File: config.mk
export PLATFORM = sky130hd
export DESIGN_NAME = mbr_ram
export DESIGN_NICKNAME = d
export VERILOG_FILES = /design/src/rtl/mbr_ram.sv
export SDC_FILE = /design/constraint.sdc
export NUM_CORES = 1
export LEC_CHECK = 0
export ABC_AREA = 1
export BUFFER_PORTS_ARGS = -buffer_cell sky130_fd_sc_hd__buf_4
export CAP_MARGIN = 20
export CORE_MARGIN = 2
export CORE_UTILIZATION = 28
export CTS_BUF_LIST = sky130_fd_sc_hd__clkbuf_8 sky130_fd_sc_hd__clkbuf_16
export CTS_CLUSTER_SIZE = 40
export DETAILED_ROUTE_END_ITERATION = 6
export GPL_ROUTABILITY_DRIVEN = 0
export GPL_TIMING_DRIVEN = 0
export HOLD_SLACK_MARGIN = 0.06
export PLACE_DENSITY = 0.41
export SETUP_SLACK_MARGIN = 0.2
export SYNTH_ARGS = -nofsm -noshare
export SYNTH_HDL_FRONTEND = slang
export SYNTH_SLANG_ARGS = --single-unit
File: constraint.sdc
create_clock -name clk_i -period 2.19 [get_ports clk_i]
set_clock_uncertainty 0.15 [all_clocks]
set_input_delay 0 -clock clk_i [delete_from_list [all_inputs] [get_ports clk_i]]
set_output_delay 0 -clock clk_i [all_outputs]
set_load 0.01 [all_outputs]
File: src/rtl/mbr_ram.sv
// generic simple dual-port ram with registered read
`default_nettype none

module mbr_ram #(
  parameter int unsigned WIDTH = 8,
  parameter int unsigned DEPTH = 16
) (
  input  wire logic                     clk_i,
  input  wire logic                     we_i,
  input  wire logic [$clog2(DEPTH)-1:0] waddr_i,
  input  wire logic [WIDTH-1:0]         wdata_i,
  input  wire logic                     re_i,
  input  wire logic [$clog2(DEPTH)-1:0] raddr_i,
  output logic      [WIDTH-1:0]         rdata_o
);

  logic [WIDTH-1:0] mem_q [DEPTH];

  always_ff @(posedge clk_i) begin
    if (we_i) begin
      mem_q[waddr_i] <= wdata_i;
    end
  end

  // read data holds until the next read
  always_ff @(posedge clk_i) begin
    if (re_i) begin
      rdata_o <= mem_q[raddr_i];
    end
  end

endmodule

`default_nettype wire

==> impl_results.md, run 1 <==
* Initial DRC Count at between 300 and 400
* GR Overflow Total at 0
* Avg Cell Area, Syn at 10.6 um2
* CORE AREA at 20,400 um2
* Critical path's slowest cell: nor2_1
* Critical Path End Type: flip-flop
* Largest net degree at the start of global routing at 17
* Clk sinks at 136
* Worst path buffer plus inverter count at 2
* Most common cell after layout, fill and taps aside: nand2_1
* Sequential-to-total area share from yosys stat at 69.8%
* Yosys warns at 0
* Overall Global Routing Usage at 15.0%
* Layout cells sized above 1 at 11.9%
* # setup viols final at 0
* DR pass1 iterations at 5
* P_int at just under 0.005 W
* CTS buffer count at 17
* PwrDens at 882 nW/um2
* Post-cts sizing count at 0
* Htree depth at 4
* CP required at 2.08 ns
* Worst-Margin Slew at 0.978 ns
* Pre-CTS setup slack at about 0.5 ns
* Cells after Synth at 551
* Count of final hold-check violations at 0
* FP Rows at 52
* Final-stage net count at 627
* Initial antenna violation count at 0
* Total Neg Setup Slack at 0 ns
* Mean routed wirelength per cell at 17.7 um
* Final Power at 0.00626 W
* Top Family by Delay on Critical Path: simple AND/OR/NAND/NOR gates
* Worst path cell trace: dlygate4sd3_1, buf_4, nand3b_1, nor2_1
* Root Driver: clkbuf_16
* DRT antenna net count at 0
* Ratio of final minimum period to clock period at 82.5%
* Slowest stage delay, CP at 0.75 ns
* Total Die Area at around 22,000 um2
* Syn-to-layout area delta at 21.4%
* Die width at 149 um
* Vias at 3,827
* Detailed-route DRC error count at 0
* HPWL Detailed at 10,400 um
* Cell Area, Synth at a little under 6000 um2
* Slew headroom at 34.6%
* Max-cap violations at 0
* WHS at about 0.08 ns
* CP Launch Type: input port
* Net count after synthesis at 570
* NetSw at about 0.0013 W
* Final WL at 15,800 um
* Reg clk slew, reported paths at 0.06 ns
* Flop pwr share at 47.1%
* Via density at 4.30
* Die H at 149 um
* Final Max Slew Viols at 0
* Post-synth cell types at 11
* Switching power as a share of total power at 21.1%
* Most frequent cells in the layout: nand2_1 (173), edfxtp_1 (136), inv_1 (103)
* Vias in the first global route at around 3,700
* Status: finished, final reports clean
* Worst vdd ir at 0.570 mV
* WP data arrival at 1.70 ns
* Ant. Diodes at 0
* I/O pins at 27
* Unrepaired setup endpoints after global routing: false
* Max frequency at 0.553 GHz
* #FFs+latches synth at 136
* Leakage at ~3.0 nW
* Longest Clk Path Bufs at 2
* Clock power frac at 46.0%
* Fin cells at 890
* WS Path Type: in -> reg
* Critical path peak fanout at 8
* Port Buf Inserts at 23
* # placed instances at 844
* Final min period at 1.81 ns
* Comb power frac at under 10%
* CTS tree: yes
* Worst hold path class: in -> reg
* Worst-skew pair later-pin latency at around 0.42 ns
* First-pass GRT wire length at 23,300 um
* Initial core utilization at between 20 and 30%
* Final worst setup slack at 0.383 ns
## area by class of cell
cell class | count | area [um2]
well taps | 270 | 338
multi-input cells | 289 | 1210
flip-flops and latches | 136 | 4080
inverters | 102 | 383
plain buffers | 24 | 166
fillers | 2045 | 13300
clock inverters | 14 | 166
clock buffers | 17 | 425
repair buffers | 38 | 323
## sequential cells by signal, summed over array words and instances, names as in the netlist
| signal | cells |
|---|---|
| mem_q | 128 |
| rdata_o | 8 |
## power groups by stage
stage / Combinational [W] / Sequential, W / Clock [W]
after detailed placement: 0.000416 / 0.00300 / 0
after floorplan: 0.000206 / 0.00301 / 0
after CTS: 0.000439 / 0.00295 / 0.00294
final: 0.000434 / 0.00295 / 0.00288
after global routing: 0.000480 / 0.00295 / 0.00304
after global placement: 0.000415 / 0.00300 / 0
## metrics by stage
step / utilization [%] / instance area [um2]
floorplan: - / 5850
global placement: 31.2 / 6360
detailed placement: 31.2 / 6360
CTS: 34.9 / 7100
global route: 34.9 / 7100
finish: 34.9 / 7100
## path summary, 6_finish.rpt
path / slack, ns / startpoint / to / cells past startpoint
max: 0.38 / waddr_i[3] / mem_q[7][0]$_DFFE_PP_ / 4
min: 0.08 / waddr_i[1] / mem_q[10][7]$_DFFE_PP_ / 3
max reg2reg: 0.83 / mem_q[11][4]$_DFFE_PP_ / rdata_o[4]$_DFFE_PP_ / 6
min reg2reg: 0.66 / mem_q[7][2]$_DFFE_PP_ / rdata_o[2]$_DFFE_PP_ / 6
## per-layer routing
metal,vias up,part of all wire (%),global-route usage (%)
li1,1896,-,-
met4,0,1.7,5.90
met5,-,0,0
met1,1770,45,20.7
met3,16,6.9,3.59
met2,145,46,23.0
## worst reg2reg max path, cell delays in order (launching register included)
cell	delay, ns
edfxtp_1	0.36
inv_1	0.06
nand2_1	0.05
nand3_1	0.12
nand3_1	0.09
nand3_1	0.15
nand2_1	0.11
## kinds of logic after synthesis
| logic type | synth area share, % |
|---|---|
| and+or+nand+nor | 20.8 |
| buffers and inverters | 9.39 |
| DFF | 69.8 |
## synthesized netlist by cell type
library cell	n	area [um2]
inv_2	2	7.51
buf_1	1	3.75
edfxtp_1	136	4080
nand3b_1	2	15.0
buf_6	6	67.6
nand2_1	173	649
inv_1	100	375
nor2_1	17	63.8
buf_4	4	30.0
buf_2	13	65.1
nand3_1	97	485
## what timing repair did
item / CTS / global route
hold endpoints to repair: 152 / 0
buffers inserted: 0 / 0
hold buffers: 15 / 0
Power figures use the tool's default switching activity.
==> run 2, diff against run 1 <==
Settings changed: PLACE_DENSITY 0.41 to 0.42.
Clock period 2.19 ns to 1.65 ns, I/O delays scaled along.
==> run 2 against run 1 <==
Count of clock-buffer cells in the layout stayed put. Utilization is 0.14 points lower. Register-to-register slack lost 0.50 ns. Sequential power increased by 33%. Critical endpoint is now mem_q[5][1]$_DFFE_PP_. Combinational power up 29%. Critical path depth decreased by 1. Sequential cell count unchanged. Clock power up 32%. Wire length shrank 1.4%. Die area is the same. Largest power group unchanged. Largest cell class unchanged.
==> impl_results.md, run 2 (synthesis gave the netlist of run 1 again) <==
* Status: finished, final reports clean
* Final Power at 0.00826 W (+32%)
* Initial antenna violation count at 0 (unchanged)
* PwrDens at 1170 nW/um2 (+33%)
* GRT Max-Usage Layer: met2
* CTS buffer count at 17 (unchanged)
* DR pass1 iterations at 4 (-1)
* Unrepaired setup endpoints after global routing: false
* Final worst setup slack at 0.246 ns (-0.137 ns)
* WP data arrival at 1.29 ns (-0.41 ns)
* Most frequent cells in the layout: nand2_1 (173), edfxtp_1 (136), inv_1 (100)
* Via density at 4.26 (-0.93%)
* # setup viols final at 0 (unchanged)
* Layout cells sized above 1 at 12.8% (+0.85 points)
* WS Path Type: in -> reg
* Worst-Margin Slew at 1.10 ns (+0.119 ns)
* Overall Global Routing Usage at 14.8% (-0.25 points)
* Reg2reg path depth at 6 (unchanged)
* Hold_sp: waddr_i[1]
* R2r setup slk at 0.33 ns (-0.50 ns)
* Max-cap violations at 0 (unchanged)
* GR Util met3 at 3.77% (+0.18 points)
* Reg clk slew, reported paths at 0.06 ns (about the same)
* Count of final hold-check violations at 0 (unchanged)
* Max frequency at 0.712 GHz
* Pre-CTS setup slack at -0.180 ns (-0.695 ns)
* Ant. Diodes at 0 (unchanged)
* Ratio of final minimum period to clock period at 85.1%
* CTS tree: yes
* Setup repair bufs after CTS at 0 (unchanged)
* Total Die Area at 22,100 um2 (unchanged)
* Leakage at 2.97 nW (-1.2%)
* Biggest regs: mem_q x128, rdata_o x8
* First-pass GRT wire length at 22,900 um (-1.6%)
* Hold depth at 3 (unchanged)
* # placed instances at 844 (unchanged)
* Worst hold path class: in -> reg
* Worst R2R Start: mem_q[12][2]$_DFFE_PP_
* Final min period at 1.40 ns
* Vias at 3,783 (-1.1%)
* Met2 Use GR at 22.5% (-0.51 points)
* Port Buf Inserts at 23 (unchanged)
* I/O pins at 27 (unchanged)
* WHS Endpoint: mem_q[7][6]$_DFFE_PP_
* Longest Clk Path Bufs at 2 (unchanged)
* HPWL Detailed at 10,300 um (-0.91%)
* GR Overflow Total at 0 (unchanged)
* Reg2Reg Capture Point: rdata_o[2]$_DFFE_PP_
* Vias in the first global route at 3,600 (-2.3%)
* Slew headroom at 26.6% (-8.0 points)
* Htree depth at 4 (unchanged)
* CORE AREA at 20,400 um2 (unchanged)
* Mean routed wirelength per cell at 17.5 um (-1.2%)
* Die H at 149 um (unchanged)
* Critical Path End Type: flip-flop
* Final Max Slew Viols at 0 (unchanged)
* Fin cells at 888 (-0.22%)
* Worst vdd ir at 0.604 mV (+6.0%)
* Final-stage net count at 624 (-0.48%)
* CP Launch Type: input port
* DRT antenna net count at 0 (unchanged)
* Top reg by flops: mem_q
* Worst-skew pair later-pin latency at 0.43 ns (about the same)
* Critical path peak fanout at 8 (unchanged)
* CP required at 1.54 ns (-0.54 ns)
* Initial DRC Count at 389 (+7.2%)
* FP Rows at 52 (unchanged)
* Detailed-route DRC error count at 0 (unchanged)
* Clk sinks at 136 (unchanged)
* Initial core utilization at 28.7% (unchanged)
* Die width at 149 um (unchanged)
* GR Layer Usage met1 at 20.4% (-0.28 points)
* Final WL at 15,500 um (-1.4%)
* Most common cell after layout, fill and taps aside: nand2_1
* Largest net degree at the start of global routing at 17 (unchanged)
* Root Driver: clkbuf_16
* Syn-to-layout area delta at 20.9%
* Largest register FFs at 128 (unchanged)
* Total Neg Setup Slack at 0 ns (unchanged)
-- run 2: changes by cell type in the layout (fill, tap and decap cells not counted), sizes merged --
cell / change
inv: -3
bufinv: -1
clkinvlp: +3
dlygate4sd3: -3
clkinv: +2
-- run 2: what timing repair did --
action / CTS / global route
hold buffers: 12 / 0
gates resized for setup: 0 / 2
setup endpoints to repair: 0 / 15
endpoints found under the hold margin: 151 / 0
-- run 2: final cells by class --
type                    count  area [um2]
fillers                  2026       13300
flip-flops and latches    136        4080
multi-input cells         289        1220
clock buffers              17         425
inverters                 102         387
well taps                 270         338
repair buffers             35         293
plain buffers              24         166
clock inverters            15         161
-- run 2: worst max-delay path by stage --
stage / start / to / cells past startpoint
2_1_floorplan: waddr_i[2] / mem_q[10][0]$_DFFE_PP_ / 2
3_3_place_gp: waddr_i[3] / mem_q[4][4]$_DFFE_PP_ / 3
3_5_place_dp: waddr_i[3] / mem_q[5][1]$_DFFE_PP_ / 3
4_1_cts: raddr_i[2] / rdata_o[3]$_DFFE_PP_ / 7
5_1_grt: raddr_i[2] / rdata_o[3]$_DFFE_PP_ / 7
6_report: waddr_i[3] / mem_q[5][1]$_DFFE_PP_ / 3
-- run 2: through the flow --
stage | utilization (%) | instance area, um2 | hold slack (ns)
final | 34.7 | 7070 | 0.0674
after global routing | 34.7 | 7070 | 0.0926
after CTS | 34.7 | 7060 | 0.0593
after detailed placement | 31.2 | 6360 | 0.134
after global placement | 31.2 | 6360 | 0.125
after floorplan | - | 5850 | -0.0511
-- run 2: metal layers --
metal	share of wire (%)	wire, um
met5	0	0
met2	46	7090
met3	4.7	734
met4	2.1	327
met1	48	7390
-- run 2: critical path, stage by stage --
cell      delay [ns]
buf_4           0.12
nand3b_1        0.28
nor2_1          0.89
-- run 2: where the power goes --
group	internal [W]	switching, W
Clock	0.00235	0.00144
Sequential	0.00389	0.0000181
Combinational	0.000183	0.000378
